==> config.mk <==
export PLATFORM = sky130hd
export DESIGN_NAME = hpv_ctrl
export DESIGN_NICKNAME = d
export VERILOG_FILES = /design/src/rtl/core/hpv_pkg.sv /design/src/rtl/core/hpv_ctrl.sv
export SDC_FILE = /design/constraint.sdc
export NUM_CORES = 1
export LEC_CHECK = 0
export ABC_AREA = 1
export BUFFER_PORTS_ARGS = -buffer_cell sky130_fd_sc_hd__buf_2
export CORE_UTILIZATION = 57
export DETAILED_ROUTE_END_ITERATION = 12
export GPL_ROUTABILITY_DRIVEN = 1
export PLACE_DENSITY = 0.82
export REMOVE_ABC_BUFFERS = 1
export SYNTH_ARGS = -nofsm -noshare
export SYNTH_HDL_FRONTEND = slang
export SYNTH_SLANG_ARGS = --single-unit
export TNS_END_PERCENT = 5
==> constraint.sdc <==
create_clock -name i_clk -period 2.41 [get_ports i_clk]
set_input_delay 0.241 -clock i_clk [delete_from_list [all_inputs] [get_ports i_clk]]
set_output_delay 0.241 -clock i_clk [all_outputs]
set_load 0.02 [all_outputs]
==> src/rtl/core/hpv_pkg.sv <==
// Package for the plane vote engine: sizes, codes, command types and trig tables.
`timescale 1ns / 1ps
package hpv_pkg;

    // Accumulator geometry.
    localparam int AZIM_BINS          = 64;
    localparam int POLAR_BINS         = 32;
    localparam int RANGE_BINS         = 32;
    localparam int TRIG_FRACTION_BITS = 15;

    localparam int TB     = $clog2(AZIM_BINS);
    localparam int PB     = $clog2(POLAR_BINS);
    localparam int PLANE  = AZIM_BINS * POLAR_BINS;
    localparam int CELLS  = PLANE * RANGE_BINS;
    localparam int AW     = $clog2(CELLS);
    localparam int PHI_DEN = 2 * POLAR_BINS;

    // Datapath widths.
    localparam int CW    = 20;
    localparam int TW    = TRIG_FRACTION_BITS + 2;
    localparam int NW    = 2 * TRIG_FRACTION_BITS + 2;
    localparam int DW    = CW + NW + 2;
    localparam int SHIFT = 2 * TRIG_FRACTION_BITS - 8;
    localparam int RW    = DW - SHIFT;
    localparam int C8W   = 30;
    localparam int DFW   = ((DW > C8W + SHIFT + 1) ? DW : C8W + SHIFT + 1) + 1;
    localparam int LIMW  = 16 + 2 * TRIG_FRACTION_BITS;
    localparam int CMPW  = (DFW > LIMW) ? DFW : LIMW;
    localparam logic [15:0] CNT_MAX = 16'hFFFF;

    // Register reset values.
    localparam logic [31:0] RHO_SCALE_RST  = 32'd83886;
    localparam logic [23:0] RHO_STEP_RST   = 24'd51200;
    localparam logic [15:0] DIST_LIM_RST   = 16'd10;
    localparam logic [15:0] PEAK_RATIO_RST = 16'd49152;

    localparam longint unsigned HALF_PI_Q30 = 64'd1686629713;
    localparam longint          ONE_Q30     = 64'sd1073741824;

    typedef enum logic [1:0] {
        OP_VOTE  = 2'd0,
        OP_READ  = 2'd1,
        OP_TEST  = 2'd2,
        OP_CLEAR = 2'd3
    } t_op;

    typedef enum logic [1:0] {
        CFG_RHO_SCALE  = 2'd0,
        CFG_RHO_STEP   = 2'd1,
        CFG_DIST_LIMIT = 2'd2,
        CFG_PEAK_RATIO = 2'd3
    } t_cfg_idx;

    typedef logic signed [CW-1:0] t_coord;
    typedef logic signed [TW-1:0] t_trig;
    typedef t_trig t_theta_tab [AZIM_BINS];
    typedef t_trig t_phi_tab [POLAR_BINS];

    // Commands from the controller to the datapath.
    typedef struct packed {
        logic          latch;
        logic          issue;
        logic [TB-1:0] t_idx;
        logic [PB-1:0] p_idx;
        logic          clr_we;
        logic [AW-1:0] clr_addr;
        logic          max_clr;
        logic          out_load;
    } t_dp_cmd;

    // Status from the datapath to the controller.
    typedef struct packed {
        logic busy;
    } t_dp_stat;

    // Clamp to [0, 1.0] in Q30 and round half up to the table precision.
    function automatic longint round_trig(longint v);
        longint w;
        w = v;
        if (w < 0) w = 0;
        if (w > ONE_Q30) w = ONE_Q30;
        return (w + (64'sd1 <<< (29 - TRIG_FRACTION_BITS))) >>> (30 - TRIG_FRACTION_BITS);
    endfunction

    // Taylor sine and cosine of a Q30 angle in the first quadrant, quadrant signs applied.
    function automatic longint trig_val(longint unsigned x, bit want_cos, int unsigned q);
        longint unsigned x2;
        longint unsigned ts;
        longint unsigned tc;
        longint s;
        longint c;
        longint sv;
        longint cv;
        longint res;
        x2 = (x * x) >> 30;
        ts = x;
        tc = 64'd1 << 30;
        s  = longint'(x);
        c  = ONE_Q30;
        ts = ((ts * x2) >> 30) / 6;   tc = ((tc * x2) >> 30) / 2;
        s  = s - longint'(ts);        c  = c - longint'(tc);
        ts = ((ts * x2) >> 30) / 20;  tc = ((tc * x2) >> 30) / 12;
        s  = s + longint'(ts);        c  = c + longint'(tc);
        ts = ((ts * x2) >> 30) / 42;  tc = ((tc * x2) >> 30) / 30;
        s  = s - longint'(ts);        c  = c - longint'(tc);
        ts = ((ts * x2) >> 30) / 72;  tc = ((tc * x2) >> 30) / 56;
        s  = s + longint'(ts);        c  = c + longint'(tc);
        ts = ((ts * x2) >> 30) / 110; tc = ((tc * x2) >> 30) / 90;
        s  = s - longint'(ts);        c  = c - longint'(tc);
        ts = ((ts * x2) >> 30) / 156; tc = ((tc * x2) >> 30) / 132;
        s  = s + longint'(ts);        c  = c + longint'(tc);
        sv = round_trig(s);
        cv = round_trig(c);
        case (q & 3)
            0:       res = want_cos ? cv : sv;
            1:       res = want_cos ? -sv : cv;
            2:       res = want_cos ? -cv : -sv;
            default: res = want_cos ? sv : -cv;
        endcase
        return res;
    endfunction

    // Azimuth table, angle 2*pi*i/AZIM_BINS; evaluated at elaboration.
    function automatic t_theta_tab build_theta(bit want_cos);
        t_theta_tab      tab;
        int unsigned     four;
        int unsigned     q;
        int unsigned     r;
        longint unsigned x;
        for (int i = 0; i < AZIM_BINS; i++) begin
            four   = 4 * i;
            q      = four / AZIM_BINS;
            r      = four - q * AZIM_BINS;
            x      = (HALF_PI_Q30 * longint'(r)) / AZIM_BINS;
            tab[i] = TW'(trig_val(x, want_cos, q));
        end
        return tab;
    endfunction

    // Polar table, angle pi*i/POLAR_BINS; evaluated at elaboration.
    function automatic t_phi_tab build_phi(bit want_cos);
        t_phi_tab        tab;
        int unsigned     four;
        int unsigned     q;
        int unsigned     r;
        longint unsigned x;
        for (int i = 0; i < POLAR_BINS; i++) begin
            four   = 4 * i;
            q      = four / PHI_DEN;
            r      = four - q * PHI_DEN;
            x      = (HALF_PI_Q30 * longint'(r)) / PHI_DEN;
            tab[i] = TW'(trig_val(x, want_cos, q));
        end
        return tab;
    endfunction

    localparam t_theta_tab SIN_THETA = build_theta(1'b0);
    localparam t_theta_tab COS_THETA = build_theta(1'b1);
    localparam t_phi_tab   SIN_PHI   = build_phi(1'b0);
    localparam t_phi_tab   COS_PHI   = build_phi(1'b1);

endpackage

==> src/rtl/core/hpv_ctrl.sv <==
// Controller: sequences clearing passes, vote sweeps, single lookups and the result handoff.
`timescale 1ns / 1ps
module hpv_ctrl (
    input  logic              i_clk,
    input  logic              i_rst_n,
    input  logic              i_in_valid,
    input  hpv_pkg::t_op      i_op,
    input  logic              i_pt_zero,
    output logic              o_in_ready,
    output logic              o_out_valid,
    input  logic              i_out_ready,
    output hpv_pkg::t_dp_cmd  o_cmd,
    input  hpv_pkg::t_dp_stat i_stat
);
    import hpv_pkg::*;

    typedef enum logic [5:0] {
        ST_CLEAR = 6'b000001,
        ST_IDLE  = 6'b000010,
        ST_SWEEP = 6'b000100,
        ST_ONE   = 6'b001000,
        ST_DRAIN = 6'b010000,
        ST_DONE  = 6'b100000
    } t_state;

    t_state        r_state, n_state;
    logic [AW-1:0] r_clr_addr, n_clr_addr;
    logic          r_clr_op, n_clr_op;
    logic [TB-1:0] r_t, n_t;
    logic [PB-1:0] r_p, n_p;
    logic          r_out_valid, n_out_valid;
    logic          w_accept;

    assign o_in_ready  = (r_state == ST_IDLE);
    assign w_accept    = i_in_valid && o_in_ready;
    assign o_out_valid = r_out_valid;

    // Next state and command decode.
    always_comb begin
        n_state        = r_state;
        n_clr_addr     = r_clr_addr;
        n_clr_op       = r_clr_op;
        n_t            = r_t;
        n_p            = r_p;
        o_cmd          = '0;
        o_cmd.t_idx    = r_t;
        o_cmd.p_idx    = r_p;
        o_cmd.clr_addr = r_clr_addr;
        case (r_state)
            ST_CLEAR: begin
                o_cmd.clr_we = 1'b1;
                n_clr_addr   = r_clr_addr + AW'(1);
                if (r_clr_addr == AW'(CELLS - 1)) begin
                    n_state = r_clr_op ? ST_DONE : ST_IDLE;
                end
            end
            ST_IDLE: begin
                if (w_accept) begin
                    o_cmd.latch = 1'b1;
                    case (i_op)
                        OP_VOTE: begin
                            n_t     = '0;
                            n_p     = '0;
                            n_state = i_pt_zero ? ST_DONE : ST_SWEEP;
                        end
                        OP_READ, OP_TEST: n_state = ST_ONE;
                        OP_CLEAR: begin
                            o_cmd.max_clr = 1'b1;
                            n_clr_addr    = '0;
                            n_clr_op      = 1'b1;
                            n_state       = ST_CLEAR;
                        end
                        default: n_state = ST_DONE;
                    endcase
                end
            end
            ST_SWEEP: begin
                // One theta and phi pair enters the pipeline every cycle.
                o_cmd.issue = 1'b1;
                if (r_p == PB'(POLAR_BINS - 1)) begin
                    n_p = '0;
                    if (r_t == TB'(AZIM_BINS - 1)) begin
                        n_state = ST_DRAIN;
                    end else begin
                        n_t = r_t + TB'(1);
                    end
                end else begin
                    n_p = r_p + PB'(1);
                end
            end
            ST_ONE: begin
                o_cmd.issue = 1'b1;
                n_state     = ST_DRAIN;
            end
            ST_DRAIN: begin
                if (!i_stat.busy) begin
                    n_state = ST_DONE;
                end
            end
            ST_DONE: begin
                if (!r_out_valid || i_out_ready) begin
                    o_cmd.out_load = 1'b1;
                    n_state        = ST_IDLE;
                end
            end
            default: n_state = ST_IDLE;
        endcase
    end

    // Result slot occupancy.
    always_comb begin
        if (o_cmd.out_load) begin
            n_out_valid = 1'b1;
        end else if (i_out_ready) begin
            n_out_valid = 1'b0;
        end else begin
            n_out_valid = r_out_valid;
        end
    end

    always_ff @(posedge i_clk) begin
        if (!i_rst_n) begin
            r_state     <= ST_CLEAR;
            r_clr_addr  <= '0;
            r_clr_op    <= 1'b0;
            r_t         <= '0;
            r_p         <= '0;
            r_out_valid <= 1'b0;
        end else begin
            r_state     <= n_state;
            r_clr_addr  <= n_clr_addr;
            r_clr_op    <= n_clr_op;
            r_t         <= n_t;
            r_p         <= n_p;
            r_out_valid <= n_out_valid;
        end
    end

    // Only one item is in flight at a time.
    a_one_item: assert property (@(posedge i_clk) disable iff (!i_rst_n)
        w_accept |=> !o_in_ready)
        else $error("item accepted while another is in flight");

    // A result is handed off only after the pipeline has drained.
    a_done_drained: assert property (@(posedge i_clk) disable iff (!i_rst_n)
        (r_state == ST_DONE) |-> !i_stat.busy)
        else $error("result handed off with pipeline busy");

    // The clearing pass never overlaps pipeline write-backs.
    a_clear_quiet: assert property (@(posedge i_clk) disable iff (!i_rst_n)
        o_cmd.clr_we |-> !i_stat.busy)
        else $error("clearing pass overlaps vote traffic");

endmodule

==> impl_metrics.toml, run 1 <==
[status]
status = "completed"

[hold_path]
worstHoldStart = "i_rst_n"
hold_class = "primary input to flop"
min_path_cells = 2

[cells_and_area]
syn2layout_area_growth_pct = 15.41
num_antenna_cells = 0
fin_area_mm2 = 0.002427
drive_gt1_share_pct = 21.31
nFillCells = 311
nNetsFinal = 366

[placed_design]
io_buffers = 41
place_area_mm2 = 0.002327
dp_hpwl_um = 3397
gp_congestion = 0.8004

[yosys]
synth_top_area_share_pct = 33.31
synthMuxAreaShare_pct = 0
synth_top_family_by_area = "simple AND/OR/NAND/NOR gates"
yosys.area_share.adder_pct = 4.164
yosysSeqAreaShare_pct = 33.31
synth_edf_count = 0
syn_area_per_cell_um2 = 6.851
synth_seq_cells = 35
synth.largest_area_cell = "dfxtp_1"
synth-simple-area-share_pct = 44.74
synth_top_flop_cell = "dfxtp_1"
syn_inst = 307
synth_area_leaders = "dfxtp_1 33%, nand2_1 16%, nor2_1 8.4%"
synth.cell_area_mm2 = 0.002103
synth_compound_area_share_pct = 6.960
synth_xor_area_share_pct = 0.8328
yosysWarningCount = 0
async_flop_share_pct = 0
synth_cell_types = 36

[clock_network]
cts_setup_buffers = 0
clk-insertion-delay-late_ns = 0.29
cts_num_sinks = 35
cts_made_buffers = 5
h-tree-depth = 2
cts_tree = "built"
cts-resized-gates = 0
clkTransAtPathRegs_ns = 0.07
cts_hold_buf = 0
root_buffer = "clkbuf_8"
cts_buffer_depth = 2

[floorplanning]
dieHeight_um = 62.75
initial_utilization_pct = 61.11
die_w_um = 62.75
placeableCoreArea_mm2 = 0.003442
ioPinCount = 42
die_area_mm2 = 0.003937
rows = 21

[route]
top_layer = "met4"
ant_nets = 0
m1WireLength_um = 2010
wl_met2_um = 2178
drt_iter0_drc = 108
avgRoutedWirePerCell_um = 11.58
drc = 0
routed_via_density = 5.171
drt-total-wl_um = 4607
wl_met3_um = 264
drt_pass1_iterations = 4
dr_total_vias = 2058

[grt]
overflow = 0
grt_pass1_vias = 1856
antenna_found_initial = 0
grt.total_usage_pct = 25.48
grt_start_max_net_pins = 29
grt_pass1_wl_um = 7859

[timing]
clock_skew_ns = 0.006374
totalNegativeSetupSlack_ns = 0
worst_pin_slew_ns = 0.3537
fmax_ghz = 0.5859
maxSlewViolCount = 0
fin_crit_sh_pct = 70.82
rsz0062_at_grt = "no"
finalHoldViolCount = 0
finalSetupViolations = 0
slew_headroom_pct = 76.24
period_needed_ns = 1.707

[critical_path]
r2r_cells = 11
crit_required_ns = 2.17
critical_path_class = "flop to output pin"
startpoint_type = "flop"
cp_max_fo = 9
endpoint_kind = "output pin"
r2r-start = "r_t[1]"
crit_start = "r_state[4]"
crit_arrival_ns = 1.47

[pwr]
powerDensity_mw_per_mm2 = 773.3
peakVddDrop_v = 0.0004636
p_leak_nw = 1.137

[run]
drv_cap = 0
-- sequential cells by signal (all words and copies together), names as in the netlist --
register	count
r_clr_op	1
r_t	6
r_state	6
r_clr_addr	16
o_out_valid	1
r_p	5
-- routing by layer --
layer	up-vias	global-route usage (%)
met5	-	0
met4	0	14.24
met2	70	43.48
li1	1050	-
met1	925	28.91
met3	13	6.204
-- metrics by stage --
step / power (W) / util, % / setup WS [ns] / cells / hold slack [ns]
after CTS: 0.001890 / 70.52 / 0.6980 / 398 / 0.2243
after global placement: 0.001393 / 67.61 / 0.8118 / 390 / 0.4699
after floorplan: 0.001256 / - / 0.7557 / 302 / 0.3099
after detailed placement: 0.001409 / 67.61 / 0.7639 / 390 / 0.4771
final: 0.001877 / 70.52 / 0.7032 / 398 / 0.2347
after global routing: 0.001994 / 70.52 / 0.5292 / 398 / 0.2484
-- worst max-delay path, cell delays in order, from the launching register on --
cell	delay (ns)
dfxtp_1	0.36
nor2_4	0.16
nand2_4	0.09
nor2_8	0.16
inv_1	0.05
nor2_1	0.16
buf_2	0.20
-- area by class of cell --
cell class	instances	area [um^2]	area share [%]
flip-flops and latches	35	700.7	28.87
repair buffers	42	212.7	8.763
clock buffers	8	100.1	4.124
multi-input cells	224	1192	49.12
inverters	43	163.9	6.753
well taps	46	57.56	2.371
-- kinds of logic after synthesis --
kind of cell | Yosys count
simple gates | 189
buf+inv | 48
flops | 35
compound gates | 26
fa+ha+maj | 7
xor+xnor | 2
-- cell usage after synthesis (2+ instances only) --
| library cell | number |
|---|---|
| nand2_2 | 3 |
| buf_8 | 2 |
| nand3b_2 | 2 |
| nand3_2 | 2 |
| a21oi_2 | 3 |
| a31oi_1 | 2 |
| o21ai_0 | 3 |
| nand2_4 | 3 |
| xor2_1 | 2 |
| dfxtp_1 | 35 |
| nand4_1 | 7 |
| inv_1 | 41 |
| nand3b_1 | 3 |
| nor2_4 | 2 |
| a21oi_1 | 17 |
| nor3_1 | 8 |
| and3_1 | 2 |
| ha_1 | 7 |
| nor2_1 | 47 |
| nor2_2 | 3 |
| nand3_1 | 11 |
| nand2_1 | 87 |
| nor2_8 | 2 |
-- cells in the final DEF, fill, tap and decap left out, types with 2 or more instances in the layout --
| cell | synthesis | routed |
|---|---|---|
| nand2_1 | 87 | 87 |
| nor2_1 | 47 | 47 |
| inv_1 | 41 | 41 |
| buf_2 | 1 | 41 |
| dfxtp_1 | 35 | 35 |
| a21oi_1 | 17 | 17 |
| nand3_1 | 11 | 11 |
| nor3_1 | 8 | 8 |
| nand4_1 | 7 | 7 |
| ha_1 | 7 | 7 |
| clkbuf_8 | 0 | 7 |
| nor2_2 | 3 | 3 |
| nand2_2 | 3 | 3 |
| nand2_4 | 3 | 3 |
| o21ai_0 | 3 | 3 |
| nand3b_1 | 3 | 3 |
| a21oi_2 | 3 | 3 |
| nor2_4 | 2 | 2 |
| and3_1 | 2 | 2 |
| nor2_8 | 2 | 2 |
| nand3_2 | 2 | 2 |
| a31oi_1 | 2 | 2 |
| xor2_1 | 2 | 2 |
| nand3b_2 | 2 | 2 |
-- path summary, 6_finish.rpt --
check / end / slack, ns
hold reg to reg: r_clr_addr[3] / 0.50
setup reg to reg: r_state[2] / 0.72
setup / recovery: o_cmd[31] / 0.70
hold / removal: r_state[0] / 0.23
-- where the power goes --
part	total, W	leakage [nW]	internal (W)	switching [W]
Combinational	0.000727	0.802	0.000214	0.000512
Sequential	0.000677	0.283	0.000630	0.0000471
Clock	0.000473	0.0515	0.000261	0.000213
Note: power is estimated with default switching activity, not from simulation.
==> inputs of run 2 (changes only) <==
--- a/config.mk
+++ b/config.mk
@@ -5,12 +5,12 @@
 export SDC_FILE = /design/constraint.sdc
 export NUM_CORES = 1
 export LEC_CHECK = 0
-export ABC_AREA = 1
+export ABC_AREA = 0
 export BUFFER_PORTS_ARGS = -buffer_cell sky130_fd_sc_hd__buf_2
-export CORE_UTILIZATION = 57
+export CORE_UTILIZATION = 49
 export DETAILED_ROUTE_END_ITERATION = 12
 export GPL_ROUTABILITY_DRIVEN = 1
-export PLACE_DENSITY = 0.82
+export PLACE_DENSITY = 0.76
 export REMOVE_ABC_BUFFERS = 1
 export SYNTH_ARGS = -nofsm -noshare
 export SYNTH_HDL_FRONTEND = slang
==> constraint.sdc (replaced) <==
create_clock -name i_clk -period 1.5 [get_ports i_clk]
set_input_delay 0.15 -clock i_clk [delete_from_list [all_inputs] [get_ports i_clk]]
set_output_delay 0.15 -clock i_clk [all_outputs]
set_load 0.02 [all_outputs]
==> impl_metrics.toml, run 2 <==
[clock_network]
cts_made_buffers = 5
cts_tree = "built"
clk-insertion-delay-late_ns = 0.29
h-tree-depth = 2
cts_num_sinks = 35
cts_buffer_depth = 2
cts_hold_buf = 0
clkTransAtPathRegs_ns = 0.07
root_buffer = "clkbuf_8"

[pwr]
intPower_w = 0.001900
p_sw_w = 0.0009446
p_leak_nw = 1.215
combPwrFrac_pct = 36.1
p_seq_share_pct = 37.1
peakVddDrop_v = 0.001206
powerDensity_mw_per_mm2 = 987.3
switching_share_pct = 33.21
p_clk_share_pct = 26.9
finalPower_w = 0.002845

[placed_design]
dp_hpwl_um = 3574
io_buffers = 41
gp_congestion = 0.8652

[timing]
slew_headroom_pct = 78.76
finalHoldViolCount = 0
worst_pin_slew_ns = 0.3163
totalNegativeSetupSlack_ns = -3.754
fmax_ghz = 0.5843
rsz0062_at_grt = "yes"
finalSetupViolations = 30
maxSlewViolCount = 0
period_needed_ns = 1.712
clock_skew_ns = 0.003833
layout_setup_ws_ns = -0.2116
fin_crit_sh_pct = 114.1

[route]
drc = 0
ant_nets = 0
dr_total_vias = 2008
drt_pass1_iterations = 4
drt-total-wl_um = 5135
wl_met3_um = 251
drt_iter0_drc = 79
avgRoutedWirePerCell_um = 13.88
wl_met2_um = 2573
top_layer = "met4"
routed_via_density = 5.427
m1WireLength_um = 2199

[hold_path]
worstHoldStart = "i_stat"
holdPathEnd = "r_state[4]"
hold_class = "primary input to flop"
min_path_cells = 3

[yosys]
async_flop_share_pct = 0
synth.cell_area_mm2 = 0.001947
yosysWarningCount = 0
yosysSeqAreaShare_pct = 35.99
syn_inst = 228
synth_top_flop_cell = "dfxtp_1"
synth_top_area_share_pct = 35.99
syn_area_per_cell_um2 = 8.539
synth_edf_count = 0
synth_area_leaders = "dfxtp_1 36%, xnor2_1 6.7%, nor2_1 4.6%"
synth.largest_area_cell = "dfxtp_1"
synth_seq_cells = 35
synth_common_cells = "35 x dfxtp_1, 24 x nor2_1, 21 x nand2_1"
synth_most_common_cell = "dfxtp_1"
synth_cell_types = 51

[cells_and_area]
biggestRegsByFlops = "r_clr_addr: 16 flops, r_state: 6 flops, r_t: 6 flops"
final_cell_mix = "55 x buf_4, 35 x buf_2, 27 x dfxtp_1"
max_flop_register = "r_clr_addr"
num_antenna_cells = 0
nNetsFinal = 336
final_common_cell = "buf_4"
largest_reg_flops = 16
syn2layout_area_growth_pct = 48.01
drive_gt1_share_pct = 46.58

[grt]
grt_pass1_wl_um = 8521
antenna_found_initial = 0
grt.total_usage_pct = 26.30
grt_start_max_net_pins = 12
grt_pass1_vias = 1931
overflow = 0

[critical_path]
startpoint_type = "flop"
critical_path_class = "flop to flop"
endpoint_kind = "flop"
r2r_end = "r_t[4]"
crit_required_ns = 1.73
regToRegSetupSlack_ns = -0.21
cp_max_fo = 4
r2r-start = "r_p[1]"
crit_arrival_ns = 1.94
r2r_cells = 7

[floorplanning]
rows = 22
dieHeight_um = 65.04
placeableCoreArea_mm2 = 0.003744
die_area_mm2 = 0.004230
ioPinCount = 42
die_w_um = 65.04
initial_utilization_pct = 52.01

[status]
status = "finished, violations left"
violations = "negative setup slack"

[run]
drv_cap = 0
-- run 2: repair_timing --
item	4_1_cts	5_1_grt
setup endpoints to repair	39	38
pin swaps	15	14
endpoints found under the hold margin	0	0
gates cloned	0	0
setup buffers	5	0
resized for setup	35	20
-- run 2: how the worst max path moves through the flow --
| stage | startpoint | endpoint | slack [ns] | cells past startpoint |
|---|---|---|---|---|
| global placement | r_p[0] | r_state[1] | -0.22 | 8 |
| floorplan | r_p[0] | r_t[3] | -0.51 | 7 |
| CTS | r_state[0] | r_clr_addr[15] | -0.20 | 6 |
| global route | r_p[1] | r_t[4] | -0.30 | 7 |
| finish | r_p[1] | r_t[4] | -0.21 | 7 |
| detailed placement | r_p[0] | r_state[1] | -0.28 | 8 |
-- run 2: worst max-delay path: stages, from the launching register on --
cell and delay, ns:
dfxtp_2 0.36, ha_4 0.14, and3_4 0.18, ha_4 0.15, buf_4 0.11, nand3b_1 0.12
or4_1 0.45, a21oi_2 0.14
-- run 2: power groups by stage --
stage | combinational (W) | sequential, W | clock [W]
global route | 0.00112 | 0.00106 | 0.000803
floorplan | 0.000409 | 0.00112 | 0
global placement | 0.000775 | 0.00107 | 0
detailed placement | 0.000781 | 0.00107 | 0
finish | 0.00103 | 0.00105 | 0.000764
CTS | 0.000972 | 0.00106 | 0.000768
-- run 2: metrics by stage --
stage	area (um^2)	util (%)	worst slack, ns	hold WS [ns]	instances
6_report	2882	76.97	-0.2116	0.1516	370
5_1_grt	2882	76.97	-0.3016	0.1492	370
4_1_cts	2799	74.77	-0.2037	0.1455	370
3_5_place_dp	2536	67.75	-0.2754	0.4532	357
3_3_place_gp	2536	67.75	-0.2247	0.4508	357
2_1_floorplan	1896	-	-0.5062	0.2678	218
-- run 2: area by class of cell --
class,instances,area (um^2)
Clock buffer,8,100.1
Fill cell,258,862.1
Inverter,7,26.28
Multi-Input combinational cell,176,1318
Sequential cell,35,713.2
Tap cell,48,60.06
Timing Repair Buffer,96,664.4
-- run 2: per-layer routing --
layer  GRT usage, %  vias to the layer above
li1               -                      996
met1          29.13                      937
met2          47.92                       64
met3          4.577                       11
met4          12.77                        0
met5              0                        -
-- run 2: logic make-up after synthesis --
group	count (synthesis)	synth area share, %
compound gates	49	17.35
buf+inv	17	3.984
mux	1	0.5142
simple gates	104	30.91
flops	35	35.99
fa+ha+maj	7	4.499
xor+xnor	15	6.748
==> inputs of run 3 (changes only) <==
--- a/config.mk
+++ b/config.mk
@@ -6,10 +6,10 @@
 export NUM_CORES = 1
 export LEC_CHECK = 0
 export ABC_AREA = 0
-export BUFFER_PORTS_ARGS = -buffer_cell sky130_fd_sc_hd__buf_2
+export BUFFER_PORTS_ARGS = -buffer_cell sky130_fd_sc_hd__clkbuf_2
 export CORE_UTILIZATION = 49
 export DETAILED_ROUTE_END_ITERATION = 12
-export GPL_ROUTABILITY_DRIVEN = 1
+export GPL_ROUTABILITY_DRIVEN = 0
 export PLACE_DENSITY = 0.76
 export REMOVE_ABC_BUFFERS = 1
 export SYNTH_ARGS = -nofsm -noshare
==> impl_metrics.toml, run 3 (synthesized netlist as in run 2, its figures left out) <==
[critical_path]
crit_arrival_ns = 1.91
regToRegSetupSlack_ns = -0.22
cpPeakStageDelay_ns = 0.36
cp_cell_sequence = "nor4_4, nand4_4, buf_6, a2111oi_4, xnor2_1, nor2_2"
crit_required_ns = 1.69
critical_path_class = "flop to flop"
slowest_stage = "nor4_4"
startpoint_type = "flop"
cp_max_fo = 8
endpoint_kind = "flop"

[cells_and_area]
final_cell_mix = "57 x buf_4, 35 x clkbuf_2, 29 x dfxtp_1"
nFillCells = 255
max_flop_register = "r_clr_addr"
biggestRegsByFlops = "r_clr_addr: 16 flops, r_state: 6 flops, r_t: 6 flops"
largest_reg_flops = 16
final_common_cell = "buf_4"
drive_gt1_share_pct = 46.79
nNetsFinal = 341
syn2layout_area_growth_pct = 50.06
num_antenna_cells = 0
fin_util_pct = 78.04

[timing]
finalHoldViolCount = 0
fmax_ghz = 0.5816
worst_pin_slew_ns = 0.3514
slew_headroom_pct = 76.52
rsz0062_at_grt = "yes"
finalSetupViolations = 33
clock_skew_ns = 0.004743
layout_setup_ws_ns = -0.2193
maxSlewViolCount = 0
fin_crit_sh_pct = 114.6
period_needed_ns = 1.719
hold_ws_ns = 0.1554

[grt]
antenna_found_initial = 0
grt_start_max_net_pins = 12
overflow = 0
grt_pass1_vias = 1924
grt_pass1_wl_um = 8487
grt.total_usage_pct = 26.26

[route]
drt-total-wl_um = 5227
dr_total_vias = 2056
routed_via_density = 5.483
drt_iter0_drc = 183
drt_pass1_iterations = 4
ant_nets = 0
drc = 0
avgRoutedWirePerCell_um = 13.94

[pwr]
finalPower_w = 0.002844
intPower_w = 0.001894
p_sw_w = 0.0009507
switching_share_pct = 33.42
powerDensity_mw_per_mm2 = 973.6
combPwrFrac_pct = 36.2
p_leak_nw = 1.233
p_clk_share_pct = 26.7
peakVddDrop_v = 0.001004
p_seq_share_pct = 37.1

[placed_design]
io_buffers = 41
dp_hpwl_um = 3592

[hold_path]
hold_class = "primary input to flop"

[floorplanning]
ioPinCount = 42
placeableCoreArea_mm2 = 0.003744
die_w_um = 65.04
dieHeight_um = 65.04
rows = 22
initial_utilization_pct = 52.01
die_area_mm2 = 0.004230

[run]
drv_cap = 0

[clock_network]
clk-insertion-delay-late_ns = 0.29
cts_tree = "built"
cts_buffer_depth = 2
cts_made_buffers = 5
cts_num_sinks = 35
h-tree-depth = 2
cts_hold_buf = 0
clkTransAtPathRegs_ns = 0.07
root_buffer = "clkbuf_8"

[status]
status = "finished, violations left"
violations = "negative setup slack"
run 3: layout make-up:
type / count / area, um^2 / share of cell area [%]
tap: 48 / 60.06 / 2.056
clock buffer: 8 / 100.1 / 3.426
multi-input combinational: 176 / 1306 / 44.71
sequential: 35 / 710.7 / 24.33
inverter: 7 / 26.28 / 0.8994
timing repair buffer: 101 / 718.2 / 24.58
run 3: final timing paths:
kind	startpoint	to	cells past startpoint
max reg2reg	r_state[3]	r_clr_addr[15]	6
min reg2reg	r_clr_op	r_clr_op	1
min	i_pt_zero	r_state[2]	3
max	r_state[3]	r_clr_addr[15]	6
run 3: per-stage QoR:
stage          setup slack (ns)  TNS [ns]  instances  area, um^2
4_1_cts                 -0.2159    -4.376        375        2872
3_5_place_dp            -0.2953    -4.734        361        2566
5_1_grt                 -0.3112    -7.720        375        2922
6_report                -0.2193    -3.994        375        2922
2_1_floorplan           -0.5062    -6.071        218        1896
3_3_place_gp            -0.2100    -3.633        361        2566
run 3: routing by layer:
layer  vias up  global-route usage (%)  part of all wire, %
li1       1011                       -                    -
met1       971                   30.93                   44
met2        66                   47.14                   50
met3         8                   5.986                  4.6
met4         0                   7.337                  1.3
met5         -                       0                    0
run 3: worst max-delay path, delay by kind of cell, from the launching register on:
family	cells	cell delay [ns]
compound gates	1	0.35
xor+xnor	1	0.19
simple gates	3	0.54
flops	1	0.35
buf+inv	1	0.18
run 3: power groups by stage:
stage                     Sequential (W)  Clock (W)  Combinational (W)
after global routing             0.00106   0.000820            0.00111
after detailed placement         0.00107          0           0.000786
after CTS                        0.00105   0.000768           0.000981
after global placement           0.00107          0           0.000776
after floorplan                  0.00112          0           0.000409
final                            0.00105   0.000759            0.00103
run 3: timing repair:
action                                  4_1_cts  5_1_grt
resized for setup                            44       14
pin swaps                                    20        8
endpoints found under the setup margin       39       39
buffers inserted                              6        0
